==> src/rtl/buddy_block_allocator_core_defines.svh <==
// Assertion macros used by the buddy allocator datapath.
`ifndef BUDDY_BLOCK_ALLOCATOR_CORE_DEFINES_SVH
`define BUDDY_BLOCK_ALLOCATOR_CORE_DEFINES_SVH

// The consequent must hold in the same cycle as the antecedent.
`define BBA_ASSERT_IMP(label, clk, rst_n, ante, cons, msg) \
	label: assert property (@(posedge clk) disable iff (!rst_n) (ante) |-> (cons)) \
		else $error(msg);

// The consequent must hold in the cycle after the antecedent.
`define BBA_ASSERT_NEXT(label, clk, rst_n, ante, cons, msg) \
	label: assert property (@(posedge clk) disable iff (!rst_n) (ante) |=> (cons)) \
		else $error(msg);

`endif

==> src/rtl/bba_pkg.sv <==
// Package with the types and constants of the buddy allocator.
`timescale 1ns / 1ps
`default_nettype none
package bba_pkg;

	localparam int POOL_ORDER_DEF   = 16;
	localparam int MIN_ORDER_DEF    = 6;
	localparam int HEADER_BYTES_DEF = 24;

	typedef enum logic [1:0] {
		ST_OK          = 2'd0,
		ST_TOO_BIG     = 2'd1,
		ST_NO_FREE     = 2'd2,
		ST_DOUBLE_FREE = 2'd3
	} bba_status_t;

	typedef struct packed {
		logic        action;
		logic [15:0] request_bytes;
		logic [15:0] block_address;
	} bba_req_t;

	typedef struct packed {
		logic [15:0] granted_address;
		logic [4:0]  block_order;
		bba_status_t status;
	} bba_rsp_t;

	// Datapath operations issued by the controller.
	typedef enum logic [4:0] {
		OP_NONE,
		OP_CAPTURE,
		OP_DECODE,
		OP_SEARCH,
		OP_LOAD_HEAD,
		OP_REM_A,
		OP_REM_B,
		OP_SPLIT_DEC,
		OP_SPLIT_WB,
		OP_SPLIT_WH,
		OP_PUSH_A,
		OP_PUSH_B,
		OP_PUSH_C,
		OP_TAKE,
		OP_FREE_RD,
		OP_FREE_CHK,
		OP_MERGE_RD,
		OP_MERGE_EV,
		OP_MU1,
		OP_MU2,
		OP_FREE_DONE,
		OP_ERR,
		OP_EMIT
	} bba_op_t;

	// Which block a list operation works on.
	typedef enum logic [1:0] {
		SEL_B,
		SEL_HALF,
		SEL_BUD
	} bba_sel_t;

	typedef struct packed {
		bba_op_t     op;
		bba_sel_t    sel;
		bba_status_t err;
	} bba_cmd_t;

	typedef struct packed {
		logic act_free;
		logic too_big;
		logic bad_addr;
		logic j_over;
		logic cnt_nz;
		logic j_gt_k;
		logic cnt_le1;
		logic cnt_zero;
		logic meta_ok;
		logic j_at_top;
		logic bud_ok;
		logic out_free;
	} bba_flags_t;

endpackage
`default_nettype wire

==> src/rtl/bba_ctrl.sv <==
// Controller state machine of the buddy allocator.
`timescale 1ns / 1ps
`default_nettype none
module bba_ctrl
	import bba_pkg::*;
(
	input  wire logic       clk,
	input  wire logic       arst_n,
	input  wire logic       req_valid,
	output logic            req_stall,
	input  wire bba_flags_t flags,
	output bba_cmd_t        cmd
);

	typedef enum logic [4:0] {
		S_IDLE,
		S_DECODE,
		S_SEARCH,
		S_LOAD,
		S_REM_A,
		S_REM_B,
		S_SPLIT_DEC,
		S_SPLIT_WB,
		S_SPLIT_WH,
		S_PUSH_A,
		S_PUSH_B,
		S_PUSH_C,
		S_TAKE,
		S_FREE_RD,
		S_FREE_CHK,
		S_MERGE_RD,
		S_MERGE_EV,
		S_MU1,
		S_MU2,
		S_FREE_DONE,
		S_ERR,
		S_OUT
	} state_t;

	// Where a list remove or insert continues when it is done.
	typedef enum logic [2:0] {
		R_SPLIT,
		R_TAKE,
		R_PUSH_HI,
		R_PUSH_LO,
		R_MERGE,
		R_FINAL
	} ret_t;

	state_t      state_q;
	ret_t        ret_q;
	bba_status_t err_q;

	// Command decode from the current state.
	always_comb begin
		cmd.err = err_q;
		case (ret_q)
			R_PUSH_HI: cmd.sel = SEL_HALF;
			R_MERGE:   cmd.sel = SEL_BUD;
			default:   cmd.sel = SEL_B;
		endcase
		case (state_q)
			S_IDLE:      cmd.op = req_valid ? OP_CAPTURE : OP_NONE;
			S_DECODE:    cmd.op = OP_DECODE;
			S_SEARCH:    cmd.op = OP_SEARCH;
			S_LOAD:      cmd.op = OP_LOAD_HEAD;
			S_REM_A:     cmd.op = OP_REM_A;
			S_REM_B:     cmd.op = OP_REM_B;
			S_SPLIT_DEC: cmd.op = OP_SPLIT_DEC;
			S_SPLIT_WB:  cmd.op = OP_SPLIT_WB;
			S_SPLIT_WH:  cmd.op = OP_SPLIT_WH;
			S_PUSH_A:    cmd.op = OP_PUSH_A;
			S_PUSH_B:    cmd.op = OP_PUSH_B;
			S_PUSH_C:    cmd.op = OP_PUSH_C;
			S_TAKE:      cmd.op = OP_TAKE;
			S_FREE_RD:   cmd.op = OP_FREE_RD;
			S_FREE_CHK:  cmd.op = OP_FREE_CHK;
			S_MERGE_RD:  cmd.op = OP_MERGE_RD;
			S_MERGE_EV:  cmd.op = OP_MERGE_EV;
			S_MU1:       cmd.op = OP_MU1;
			S_MU2:       cmd.op = OP_MU2;
			S_FREE_DONE: cmd.op = OP_FREE_DONE;
			S_ERR:       cmd.op = OP_ERR;
			S_OUT:       cmd.op = flags.out_free ? OP_EMIT : OP_NONE;
			default:     cmd.op = OP_NONE;
		endcase
	end

	assign req_stall = state_q != S_IDLE;

	// State register with the return point and error code.
	always_ff @(posedge clk or negedge arst_n) begin
		if (!arst_n) begin
			state_q <= S_IDLE;
			ret_q   <= R_SPLIT;
			err_q   <= ST_OK;
		end else begin
			case (state_q)
				S_IDLE: begin
					if (req_valid) begin
						state_q <= S_DECODE;
					end
				end
				S_DECODE: begin
					if (flags.act_free) begin
						if (flags.bad_addr) begin
							err_q   <= ST_DOUBLE_FREE;
							state_q <= S_ERR;
						end else begin
							state_q <= S_FREE_RD;
						end
					end else if (flags.too_big) begin
						err_q   <= ST_TOO_BIG;
						state_q <= S_ERR;
					end else begin
						state_q <= S_SEARCH;
					end
				end
				S_SEARCH: begin
					if (flags.j_over) begin
						err_q   <= ST_NO_FREE;
						state_q <= S_ERR;
					end else if (flags.cnt_nz) begin
						ret_q   <= flags.j_gt_k ? R_SPLIT : R_TAKE;
						state_q <= S_LOAD;
					end
				end
				S_LOAD: state_q <= S_REM_A;
				S_REM_A: begin
					if (!flags.cnt_le1) begin
						state_q <= S_REM_B;
					end else begin
						case (ret_q)
							R_TAKE:  state_q <= S_TAKE;
							R_MERGE: state_q <= S_MU1;
							default: state_q <= S_SPLIT_DEC;
						endcase
					end
				end
				S_REM_B: begin
					case (ret_q)
						R_TAKE:  state_q <= S_TAKE;
						R_MERGE: state_q <= S_MU1;
						default: state_q <= S_SPLIT_DEC;
					endcase
				end
				S_SPLIT_DEC: state_q <= S_SPLIT_WB;
				S_SPLIT_WB:  state_q <= S_SPLIT_WH;
				S_SPLIT_WH: begin
					ret_q   <= R_PUSH_HI;
					state_q <= S_PUSH_A;
				end
				S_PUSH_A: begin
					if (!flags.cnt_zero) begin
						state_q <= S_PUSH_B;
					end else begin
						case (ret_q)
							R_PUSH_HI: begin
								ret_q   <= R_PUSH_LO;
								state_q <= S_PUSH_A;
							end
							R_FINAL: state_q <= S_FREE_DONE;
							default: state_q <= S_SEARCH;
						endcase
					end
				end
				S_PUSH_B: state_q <= S_PUSH_C;
				S_PUSH_C: begin
					case (ret_q)
						R_PUSH_HI: begin
							ret_q   <= R_PUSH_LO;
							state_q <= S_PUSH_A;
						end
						R_FINAL: state_q <= S_FREE_DONE;
						default: state_q <= S_SEARCH;
					endcase
				end
				S_TAKE:    state_q <= S_OUT;
				S_FREE_RD: state_q <= S_FREE_CHK;
				S_FREE_CHK: begin
					if (flags.meta_ok) begin
						state_q <= S_MERGE_RD;
					end else begin
						err_q   <= ST_DOUBLE_FREE;
						state_q <= S_ERR;
					end
				end
				S_MERGE_RD: begin
					if (flags.j_at_top) begin
						ret_q   <= R_FINAL;
						state_q <= S_PUSH_A;
					end else begin
						state_q <= S_MERGE_EV;
					end
				end
				S_MERGE_EV: begin
					if (flags.bud_ok) begin
						ret_q   <= R_MERGE;
						state_q <= S_REM_A;
					end else begin
						ret_q   <= R_FINAL;
						state_q <= S_PUSH_A;
					end
				end
				S_MU1:       state_q <= S_MU2;
				S_MU2:       state_q <= S_MERGE_RD;
				S_FREE_DONE: state_q <= S_OUT;
				S_ERR:       state_q <= S_OUT;
				S_OUT: begin
					if (flags.out_free) begin
						state_q <= S_IDLE;
					end
				end
				default: state_q <= S_IDLE;
			endcase
		end
	end

endmodule
`default_nettype wire
==> config.mk <==
export PLATFORM = sky130hd
export DESIGN_NAME = bba_ctrl
export DESIGN_NICKNAME = d
export VERILOG_FILES = /design/src/rtl/buddy_block_allocator_core_defines.svh /design/src/rtl/bba_pkg.sv /design/src/rtl/bba_ctrl.sv
export SDC_FILE = /design/constraint.sdc
export NUM_CORES = 1
export LEC_CHECK = 0
export BUFFER_PORTS_ARGS = -buffer_cell sky130_fd_sc_hd__buf_2
export CAP_MARGIN = 20
export CORE_ASPECT_RATIO = 0.7
export CORE_MARGIN = 3
export CORE_UTILIZATION = 55
export CTS_BUF_LIST = sky130_fd_sc_hd__clkbuf_16
export CTS_CLUSTER_SIZE = 30
export DETAILED_ROUTE_END_ITERATION = 16
export PLACE_DENSITY = 0.8
export SLEW_MARGIN = 40
export SYNTH_ARGS = -nofsm -noshare
export SYNTH_HDL_FRONTEND = slang
export SYNTH_SLANG_ARGS = --single-unit
==> constraint.sdc <==
create_clock -name clk -period 2.2 [get_ports clk]
set_input_delay 0.55 -clock clk [delete_from_list [all_inputs] [get_ports clk]]
set_output_delay 0.55 -clock clk [all_outputs]
set_load 0.01 [all_outputs]
Word level (Yosys, flattened, before mapping):

Index checks and enable logic that the tools add are counted.

* reductions and logical operators: 8
* equal/unequal tests: 36
* mux-type cells: 33

Operators with widths (number)
* case mux 5 bit (22 select lines): 1
* case mux 5 bit (20 select lines): 1
* 2-to-1 mux 5 bit: 12
* == test 5 x 4 -> 1 bit, second input constant: 8
* == test 5 bit, second input constant: 6
* == test 5 x 3 -> 1 bit, second input constant: 4
* case mux 5 bit (2 select lines): 2
* case mux 3 bit (6 select lines): 1
* inequality test 2 bit, second input constant: 8
* 2-to-1 mux 3 bit: 5
* == test 5 x 2 -> 1 bit, second input constant: 2
* 2-to-1 mux 2 bit: 5
* AND reduction 5 bit: 2
* inequality test 3 bit, second input constant: 3
* == test 3 bit, second input constant: 2
* case mux 2 bit (3 select lines): 1
* nonzero test 6 bit: 1
* == test 5 x 1 -> 1 bit, second input constant: 1
* logical NOT 5 bit: 1
* nonzero test 5 bit: 1
* 2-to-1 mux 4 bit: 1
* case mux 2 bit (2 select lines): 1
* == test 3 x 1 -> 1 bit, second input constant: 1
* == test 3 x 2 -> 1 bit, second input constant: 1
* other kinds (4): 6

* output and inout port bits: 10
* input bits: 15
* flip-flop bits (word level): 10
* logic and storage cells: 80

Longest topological paths before layout:

Gate-level depths: netlist (run 1).

* depth after elaboration: 4
* depth in mapped cells: 6
* depth with buffers taken out: 5

Worst setup path after synthesis (run 1):

No wires, ideal clock.

* path type: reg2out
* from: register state_q[2]
* to: output cmd[6] (netlist name)
* path buffers: 2
* arrival time: 1.354 ns
* slack: 0.296 ns
* stages on the path, launching flop included: 5
* required time: 1.650 ns
* cells stage by stage: dfrtp_1 buf_2 buf_1 nand3b_1 a221oi_1

RTL lines
* start: declaration: line bba_ctrl.sv:50 `state_t state_q;`
* start signal: assignment: line bba_ctrl.sv:94 `state_q <= S_IDLE;`
* start signal: assignment: line bba_ctrl.sv:101 `state_q <= S_DECODE;`
* start signal: assignment: line bba_ctrl.sv:108 `state_q <= S_ERR;`
* end: declaration: line bba_ctrl.sv:12 `output bba_cmd_t cmd`

==> qor.yml, run 1 <==
status:
  status: "finished, final reports clean"
final_layout:
  fillCellCount: 126
  stdcell_count: 237
  multi_input_area_um2: 885
  layout.nets: 223
  seq_area_um2: 256
  diodes: 0
  layout-drive-gt1-share_pct: 31.9
  area.growth.synth_to_final_pct: 30.1
pwr:
  ir_worst_vdd_mv: 1.18
  p_switching_mw: 1.12
  p_per_area_mw_per_mm2: 1510
  leakage_nw: 0.697
  internal-power_mw: 1.28
  power_frac_seq_pct: 19.1
  p_total_mw: 2.40
  pwr-share-clk_pct: 13.7
  combPwrFrac_pct: 67.2
  switching_share_pct: 46.7
sta:
  period_needed_ps: 2200
  fmax_mhz: 456
  worst_slack_ps: 4.98
  post-route-period-util_pct: 99.8
  tightest_slew_ps: 440
  finalSetupViolCount: 0
  hold_viol: 0
  slew_violations: 0
  fin_skew_ps: 1.27
  max-slew-margin-rel_pct: 70.6
setup_path:
  start_kind: "flop"
  r2r-start: "state_q[3]"
  critPathArrivalTime_ps: 1650
  critPathMaxFanout: 13
  critPathKind: "flop to output port"
  reg2reg_slack_ps: 210
  r2r-end: "state_q[3]"
  endpoint: "cmd[7]"
  crit_required_ps: 1650
  critPathCaptureType: "output port"
  worstSetupStartpoint: "state_q[3]"
  reg2regPathDepth: 5
routing:
  wl_per_cell_um: 17.5
  wl_mm: 4.16
  via_per_inst: 6.65
  route.detailed.drc: 0
  first_pass_iters: 5
  drtIter0Drc: 227
  dr_total_vias: 1576
  drtAntennaViolNets: 0
logic_synthesis:
  avgSynthCellArea_um2: 7.21
  synth_edf_count: 0
  synth_seq_cells: 10
  syn-num-nets: 184
  synth.area.top_cells: "dfrtp_1, nor2_1, nand2_1"
  synth_top_area_share_pct: 20.5
  yosysSeqAreaShare_pct: 20.5
  synth_warnings: 0
  syn-cell-area_mm2: 0.00122
  synth.distinct_cells: 54
  ys.flop_type: "dfrtp_1"
  synth_cells: 169
  async_flop_share_pct: 100
  netlist.top_cell.by_area: "dfrtp_1"
clocking:
  cts_max_level: 1
  clk_path_buf_depth: 2
  clk_pin_slew_ps: 40
  clock_sinks: 10
  ctsHoldBuffers: 0
  cts_tree: "yes"
  cts_buffers: 3
  root_buffer: "clkbuf_16"
  clk_latency_ps: 240
placement:
  pre_cts_ws_ps: 193
  dp_hpwl_mm: 2.90
  placed_cells: 223
  gp_congestion: 0.956
  numPortBuffers: 24
global_route:
  grt_pass1_vias: 1370
  grt_start_max_net_pins: 17
  overflow: 0
  gr-usage-all-layers_pct: 29.4
  antenna_found_initial: 0
  grt_pass1_wl_mm: 6.44
min_path:
  hp-class: "input pin to async pin"
floorplanning:
  fp.dieH_um: 45.4
  core_area_mm2: 0.00197
  die_w_um: 62.3
  start_util_pct: 61.9
  num_rows: 13
  dieArea_mm2: 0.00283
  num_io_pins: 25
flow_run:
  maxCapViolCount: 0
==> cells in the mapped netlist, types with 2 or more instances <==
cell,instances
o22ai_1,2
or4_1,2
a221oi_1,2
o2111ai_1,3
a21oi_1,10
or2_1,2
nor3_1,8
buf_2,7
nor3b_1,2
o21a_1,2
o211ai_1,2
clkbuf_1,3
inv_1,4
mux2_4,3
nor2_1,19
nor2b_1,8
o21ai_0,11
nand4_1,2
dfrtp_1,10
o21ai_1,3
buf_1,3
nand4b_1,2
nand3_1,4
o22a_1,2
nand2b_1,8
nand2_1,17
==> final cells by class <==
class | count | share of cell area (%)
Sequential cell | 10 | 16.2
Clock inverter | 1 | 0.237
Inverter | 4 | 0.947
Timing Repair Buffer | 48 | 19.7
Clock buffer | 3 | 4.74
Tap cell | 30 | 2.37
Multi-Input combinational cell | 141 | 55.8
==> metal layers <==
metal	up-vias	GRT usage [%]	routed length (um)	part of all wire (%)
met3	21	10.4	640	15
li1	696	-	-	-
met2	143	46.4	1770	43
met1	716	38.5	1630	39
met4	0	9.21	114	2.7
met5	-	0	0	0
==> through the flow <==
| step | utilization [%] | hold WS (ps) | TNS [ps] | instance area [um^2] |
|---|---|---|---|---|
| after floorplan | - | 254 | 0 | 1220 |
| final | 80.5 | 166 | 0 | 1590 |
| after global routing | 80.5 | 177 | -90.8 | 1590 |
| after detailed placement | 71.8 | 422 | 0 | 1410 |
| after global placement | 71.8 | 419 | 0 | 1410 |
| after CTS | 76.0 | 169 | 0 | 1500 |
==> power by group through the flow <==
| stage | sequential [mW] | combinational [mW] | clock (mW) |
|---|---|---|---|
| after floorplan | 0.343 | 1.08 | 0 |
| after global placement | 0.468 | 1.34 | 0 |
| after detailed placement | 0.477 | 1.37 | 0 |
| after CTS | 0.482 | 1.38 | 0.332 |
| after global routing | 0.472 | 1.74 | 0.347 |
| final | 0.459 | 1.61 | 0.328 |
==> how the worst min path moves through the flow <==
stage | from | end | cells past startpoint | slack, ps
floorplan | arst_n | err_q[0] | 0 | 250
global placement | arst_n | err_q[1] | 1 | 420
detailed placement | arst_n | err_q[1] | 1 | 420
CTS | arst_n | err_q[1] | 1 | 170
global route | arst_n | err_q[1] | 1 | 180
finish | arst_n | err_q[1] | 1 | 170
==> cells by family (layout without fill, tap and decap cells) <==
family / after synthesis / after routing / synth area share (%)
XOR/XNOR: 2 / 2 / 1.44
AND/OR/NAND/NOR: 86 / 86 / 39.3
buffers and inverters: 18 / 56 / 6.88
flip-flops: 10 / 10 / 20.5
AO/OA/AOI/OAI: 48 / 48 / 26.4
multiplexers: 5 / 5 / 5.44
==> what timing repair did <==
action | 4_1_cts | 5_1_grt
pin swaps | 0 | 0
buffers inserted | 0 | 10
endpoints found under the setup margin | 2 | 4
resized for setup | 3 | 2
==> layout by cell type (no fill, tap or decap), types with 3 or more instances in the layout <==
| cell | n |
|---|---|
| a21oi_1 | 10 |
| buf_2 | 24 |
| buf_4 | 23 |
| clkbuf_16 | 3 |
| dfrtp_1 | 5 |
| dfrtp_2 | 5 |
| inv_1 | 4 |
| mux2_4 | 3 |
| nand2_1 | 17 |
| nand2b_1 | 8 |
| nand3_1 | 4 |
| nor2_1 | 19 |
| nor2b_1 | 8 |
| nor3_1 | 8 |
| o2111ai_1 | 3 |
| o21ai_0 | 11 |
| o21ai_1 | 3 |
==> critical path, stage by stage (launching register included) <==
cell	delay, ps
dfrtp_2	490
nand2b_1	230
or2_2	340
a21oi_1	190
buf_2	160
==> flip-flops by register name, indices dropped and copies added, names as in the netlist <==
signal	count
err_q	2
ret_q	3
state_q	5
No activity file was read; power rests on OpenSTA's default activity.
==> run 2, diff against run 1 <==
--- a/config.mk
+++ b/config.mk
@@ -20 +20,2 @@
 export SYNTH_SLANG_ARGS = --single-unit
+export TNS_END_PERCENT = 10
==> constraint.sdc (replaced) <==
create_clock -name clk -period 2.3 [get_ports clk]
set_input_delay 0.23 -clock clk [delete_from_list [all_inputs] [get_ports clk]]
set_output_delay 0.23 -clock clk [all_outputs]
set_load 0.01 [all_outputs]
==> run 2 against run 1 <==
- cell area is 6.7% lower
- critical endpoint unchanged
- first-iteration DRC count is 33% lower
- clock-buffer cell count stayed put
- register-to-register slack hardly changed
- critical path type unchanged
- via count is 5.3% lower
- core utilization is 5.4 points lower
- clock skew hardly changed
- routed wire length stayed put
- total power is 12% lower
- combinational power is 17% lower
- highest routed layer unchanged
- largest cell class unchanged
- flip-flop and latch count stayed put
- sequential share of layout area is 0.74 points higher
==> qor.yml, run 2 (synthesis results as in run 1) <==
status:
  status: "finished, final reports clean"
floorplanning:
  num_rows: 13  # unchanged
  die_w_um: 62.3  # unchanged
  dieArea_mm2: 0.00283  # unchanged
  fp.dieH_um: 45.4  # unchanged
  core_area_mm2: 0.00197  # unchanged
  num_io_pins: 25  # unchanged
  start_util_pct: 61.9  # unchanged
setup_path:
  critPathMaxFanout: 15  # +2
  r2r-end: "state_q[0]"
  worstSetupStartpoint: "state_q[0]"
  cpPeakStageDelay_ps: 610  # +120 ps
  reg2reg_slack_ps: 200  # about the same
  r2r-start: "state_q[4]"
  crit_required_ps: 2070  # +420 ps
  slowest_stage: "dfrtp_1"
  reg2regPathDepth: 5  # unchanged
  critPathArrivalTime_ps: 1890  # +240 ps
  critPathKind: "flop to output port"
  start_kind: "flop"
  endpoint: "cmd[7]"
  path_cells: "buf_4 -> nand2_1 -> or2_2 -> a21oi_1 -> buf_2"
  critPathCaptureType: "output port"
final_layout:
  area.growth.synth_to_final_pct: 21.4
  top_regs: "state_q: 5 flops, ret_q: 3 flops, err_q: 2 flops"
  fin_util_pct: 75.1  # -5.4 points
  largest_reg_flops: 5  # unchanged
  layout_common_cells: "buf_2, nor2_1, nand2_1, o21ai_0, buf_4"
  largest-register: "state_q"
  fillCellCount: 150  # +19%
  layout_commonest_cell: "buf_2"
  diodes: 0  # unchanged
  layout.nets: 211  # -5.4%
  layout-drive-gt1-share_pct: 24.6  # -7.3 points
sta:
  fin_skew_ps: 1.11  # -0.158 ps
  tightest_slew_ps: 465  # +25.7 ps
  period_needed_ps: 2120
  post-route-period-util_pct: 92.1
  rsz0062_at_grt: "false"
  hold_slack_ps: 343  # +177 ps
  fmax_mhz: 472
  finalSetupTns_ps: 0  # unchanged
  max-slew-margin-rel_pct: 69.0  # -1.7 points
  finalSetupViolCount: 0  # unchanged
  hold_viol: 0  # unchanged
  slew_violations: 0  # unchanged
pwr:
  pwr-share-clk_pct: 14.9  # +1.2 points
  switching_share_pct: 48.7  # +2.0 points
  internal-power_mw: 1.08  # -16%
  power_frac_seq_pct: 21.4  # +2.3 points
  combPwrFrac_pct: 63.8  # -3.4 points
  leakage_nw: 0.641  # -7.9%
  p_switching_mw: 1.03  # -8.4%
  ir_worst_vdd_mv: 0.827  # -30%
  p_per_area_mw_per_mm2: 1430  # -5.9%
global_route:
  grt_start_max_net_pins: 16  # -1
  overflow: 0  # unchanged
  top_usage_layer: "met2"
  antenna_found_initial: 0  # unchanged
  met3_usage_pct: 5.93  # -4.4 points
  met2_usage_pct: 52.4  # +6.0 points
  grt_pass1_wl_mm: 6.75  # +4.8%
  grt_pass1_vias: 1344  # -1.9%
  gr-usage-all-layers_pct: 31.2  # +1.8 points
  grt_use_met1_pct: 42.1  # +3.6 points
min_path:
  min_from: "flags[3]"
  hp-class: "input pin to flop"
routing:
  wl_per_cell_um: 18.5  # +5.3%
  via_per_inst: 6.63  # -0.28%
  wl_mm: 4.16  # unchanged
  drtIter0Drc: 151  # -33%
  first_pass_iters: 5  # unchanged
  route.detailed.drc: 0  # unchanged
  dr_total_vias: 1492  # -5.3%
  drtAntennaViolNets: 0  # unchanged
clocking:
  root_buffer: "clkbuf_16"
  clk_pin_slew_ps: 40  # about the same
  cts_max_level: 1  # unchanged
  clock_sinks: 10  # unchanged
  cts_tree: "yes"
  cts_buffers: 3  # unchanged
  postCtsSetupRepairBufs: 0  # unchanged
  clk_latency_ps: 240  # about the same
  cts_resized: 0  # -3
  clk_path_buf_depth: 2  # unchanged
placement:
  gp_congestion: 0.947  # -0.87%
  dp_hpwl_mm: 2.95  # +1.7%
  numPortBuffers: 24  # unchanged
flow_run:
  maxCapViolCount: 0  # unchanged
## run 2: cell count changes in the layout (fill, tap and decap cells not counted), sizes merged
| cell | delta |
|---|---|
| buf | -13 |
| dlygate4sd3 | +1 |
## run 2: routing by layer
metal  vias up  wire length, um
met2       125             1790
li1        674                -
met1       665             1720
met5         -                0
met4         0              176
met3        28              469
## run 2: power by group through the flow
| stage | Combinational [mW] | Clock (mW) | Sequential, mW |
|---|---|---|---|
| floorplan | 1.03 | 0 | 0.328 |
| global placement | 1.26 | 0 | 0.436 |
| detailed placement | 1.29 | 0 | 0.444 |
| CTS | 1.30 | 0.317 | 0.439 |
| global route | 1.47 | 0.328 | 0.466 |
| finish | 1.34 | 0.313 | 0.450 |
## run 2: area by class of cell
class,count,area [um^2],area share (%)
sequential,10,250,16.9
inverter,4,15.0,1.02
clock buffer,3,75.1,5.08
clock inverter,1,3.75,0.254
timing repair buffer,36,213,14.4
multi-input combinational,141,885,59.8
tap,30,37.5,2.54
## run 2: stage by stage
step,power (mW),setup slack [ps],std cells,area (um^2)
finish,2.11,182,225,1480
global route,2.26,23.5,225,1480
CTS,2.06,200,225,1480
detailed placement,1.73,257,220,1390
global placement,1.70,310,220,1390
floorplan,1.36,525,169,1220
## run 2: critical path, delay by kind of cell, from the launching register on
family / cells / cell delay [ps]
compound gates: 1 / 150
buf+inv: 2 / 410
simple gates: 2 / 470
flops: 1 / 610
## run 2: timing repair
item / CTS / global route
hold endpoints to repair: 10 / 0
hold buffers: 1 / 0
setup endpoints to repair: 0 / 0
## run 2: how the worst min path moves through the flow
stage                       endpoint  cells after the start
final                     state_q[1]                      3
after global placement      err_q[1]                      1
after detailed placement    err_q[1]                      1
after CTS                 state_q[1]                      3
after floorplan             err_q[0]                      0
after global routing      state_q[1]                      3
==> run 3, diff against run 2 <==
- PLACE_DENSITY: 0.8 -> 0.87
==> run 3 against run 2 <==
- worst hold slack lost 2.9 ps
- global-route usage decreased by 1.8 points
- combinational power about the same
- maximum frequency about the same
- first-iteration DRC count increased by 24%
- setup slack worse by 0.94 ps
- cell count fell by 1.3%
- core utilization down 0.95 points
- largest power group unchanged
- critical path type is now flop to flop
- highest routed layer unchanged
- sequential share of layout area up 0.22 points
- critical path depth stayed put
==> qor.yml, run 3 (synthesis results as in run 1) <==
global_route:
  antenna_found_initial: 0  # unchanged
  grt_start_max_net_pins: 17  # +1
  grt_pass1_wl_mm: 6.47  # -4.2%
  gr-usage-all-layers_pct: 29.5  # -1.8 points
  overflow: 0  # unchanged
  grt_pass1_vias: 1333  # -0.82%
routing:
  first_pass_iters: 4  # -1
  drtIter0Drc: 187  # +24%
  wl_per_cell_um: 17.7  # -4.3%
  dr_total_vias: 1439  # -3.6%
  via_per_inst: 6.48  # -2.2%
  wl_mm: 3.93  # -5.5%
  drtAntennaViolNets: 0  # unchanged
  route.detailed.drc: 0  # unchanged
flow_run:
  maxCapViolCount: 0  # unchanged
pwr:
  leakage_nw: 0.629  # -1.9%
  p_per_area_mw_per_mm2: 1430  # +0.13%
  p_total_mw: 2.08  # -1.1%
  ir_worst_vdd_mv: 1.00  # +21%
sta:
  rsz0062_at_grt: "false"
  finalSetupTns_ps: 0  # unchanged
  fmax_mhz: 472  # about the same
  period_needed_ps: 2120  # +0.944 ps
  slew_violations: 0  # unchanged
  hold_viol: 0  # unchanged
  worst_slack_ps: 181  # -0.944 ps
  tightest_slew_ps: 502  # +36.1 ps
  max-slew-margin-rel_pct: 66.6  # -2.4 points
  post-route-period-util_pct: 92.1  # about the same
  fin_skew_ps: 1.65  # +0.532 ps
  finalSetupViolCount: 0  # unchanged
setup_path:
  start_kind: "flop"
  critPathArrivalTime_ps: 2240  # +350 ps
  critPathMaxFanout: 14  # -1
  critPathKind: "flop to flop"
  crit_required_ps: 2420  # +350 ps
  critPathCaptureType: "flop"
floorplanning:
  start_util_pct: 61.9  # unchanged
  num_io_pins: 25  # unchanged
  fp.dieH_um: 45.4  # unchanged
  die_w_um: 62.3  # unchanged
  core_area_mm2: 0.00197  # unchanged
  dieArea_mm2: 0.00283  # unchanged
  num_rows: 13  # unchanged
clocking:
  cts_max_level: 1  # unchanged
  root_buffer: "clkbuf_16"
  cts_resized: 0  # unchanged
  clk_latency_ps: 230  # about the same
  cts_buffers: 3  # unchanged
  cts_tree: "yes"
  clk_path_buf_depth: 2  # unchanged
  clk_pin_slew_ps: 40  # about the same
  clock_sinks: 10  # unchanged
final_layout:
  layout_common_cells: "buf_2, nor2_1, nand2_1, o21ai_0"
  diodes: 0  # unchanged
  area.growth.synth_to_final_pct: 19.8
  largest_reg_flops: 5  # unchanged
  layout.nets: 209  # -0.95%
  top_regs: "state_q: 5 flops, ret_q: 3 flops, err_q: 2 flops"
  layout-drive-gt1-share_pct: 24.0  # -0.66 points
  largest-register: "state_q"
  layout_commonest_cell: "buf_2"
  stdcell_count: 222  # -1.3%
status:
  status: "finished, final reports clean"
min_path:
  hp-class: "input pin to flop"
placement:
  pre_cts_ws_ps: 238  # -18.4 ps
  placed_cells: 218  # -0.91%
  numPortBuffers: 24  # unchanged
  gp_congestion: 1.03  # +8.2%
  dp_hpwl_mm: 2.96  # +0.14%
run 3: cell count changes in the layout (fill, tap and decap cells not counted), sizes merged:
| cell | change |
|---|---|
| clkinv | -1 |
| buf | -2 |
run 3: worst paths after layout:
kind	startpoint	to	slack, ps	depth (start not counted)
max	state_q[2]	ret_q[0]	180	5
min	flags[3]	state_q[1]	340	3
max reg2reg	state_q[2]	ret_q[0]	180	5
min reg2reg	err_q[1]	err_q[1]	500	1
max in group asynchronous	arst_n	state_q[4]	1690	2
min in group asynchronous	arst_n	state_q[3]	410	2
run 3: where the power goes:
group          internal (mW)  switching (mW)  total, mW
clock network          0.225          0.0798      0.305
logic                  0.582           0.737       1.32
registers              0.256           0.204      0.460
run 3: routing by layer:
layer	up-vias	wire (um)	track usage [%]
met5	-	0	0
met4	0	31	4.82
met3	6	576	7.65
met2	119	1700	47.2
met1	650	1620	41.3
li1	664	-	-
run 3: repair_timing:
action	4_1_cts	5_1_grt
hold endpoints to repair	10	0
hold buffers	1	0
buffers inserted	0	0
run 3: worst max-delay path, cell delays in order, from the launching register on:
cell      delay [ps]
dfrtp_1          550
or2_1            440
or3_4            430
nand2_2           80
o221ai_2         160
mux2_4           330
run 3: area by class of cell:
cell class / count / area (um^2)
Sequential cell: 10 / 250
Inverter: 4 / 15.0
Tap cell: 30 / 37.5
Timing Repair Buffer: 34 / 198
Clock buffer: 3 / 75.1
Multi-Input combinational cell: 141 / 885
Fill cell: 168 / 508
run 3: through the flow:
| stage | hold slack (ps) | utilization [%] | area [um^2] |
|---|---|---|---|
| detailed placement | 108 | 69.9 | 1380 |
| CTS | 327 | 74.2 | 1460 |
| floorplan | -65.6 | - | 1220 |
| global route | 348 | 74.2 | 1460 |
| finish | 340 | 74.2 | 1460 |
| global placement | 103 | 69.9 | 1380 |
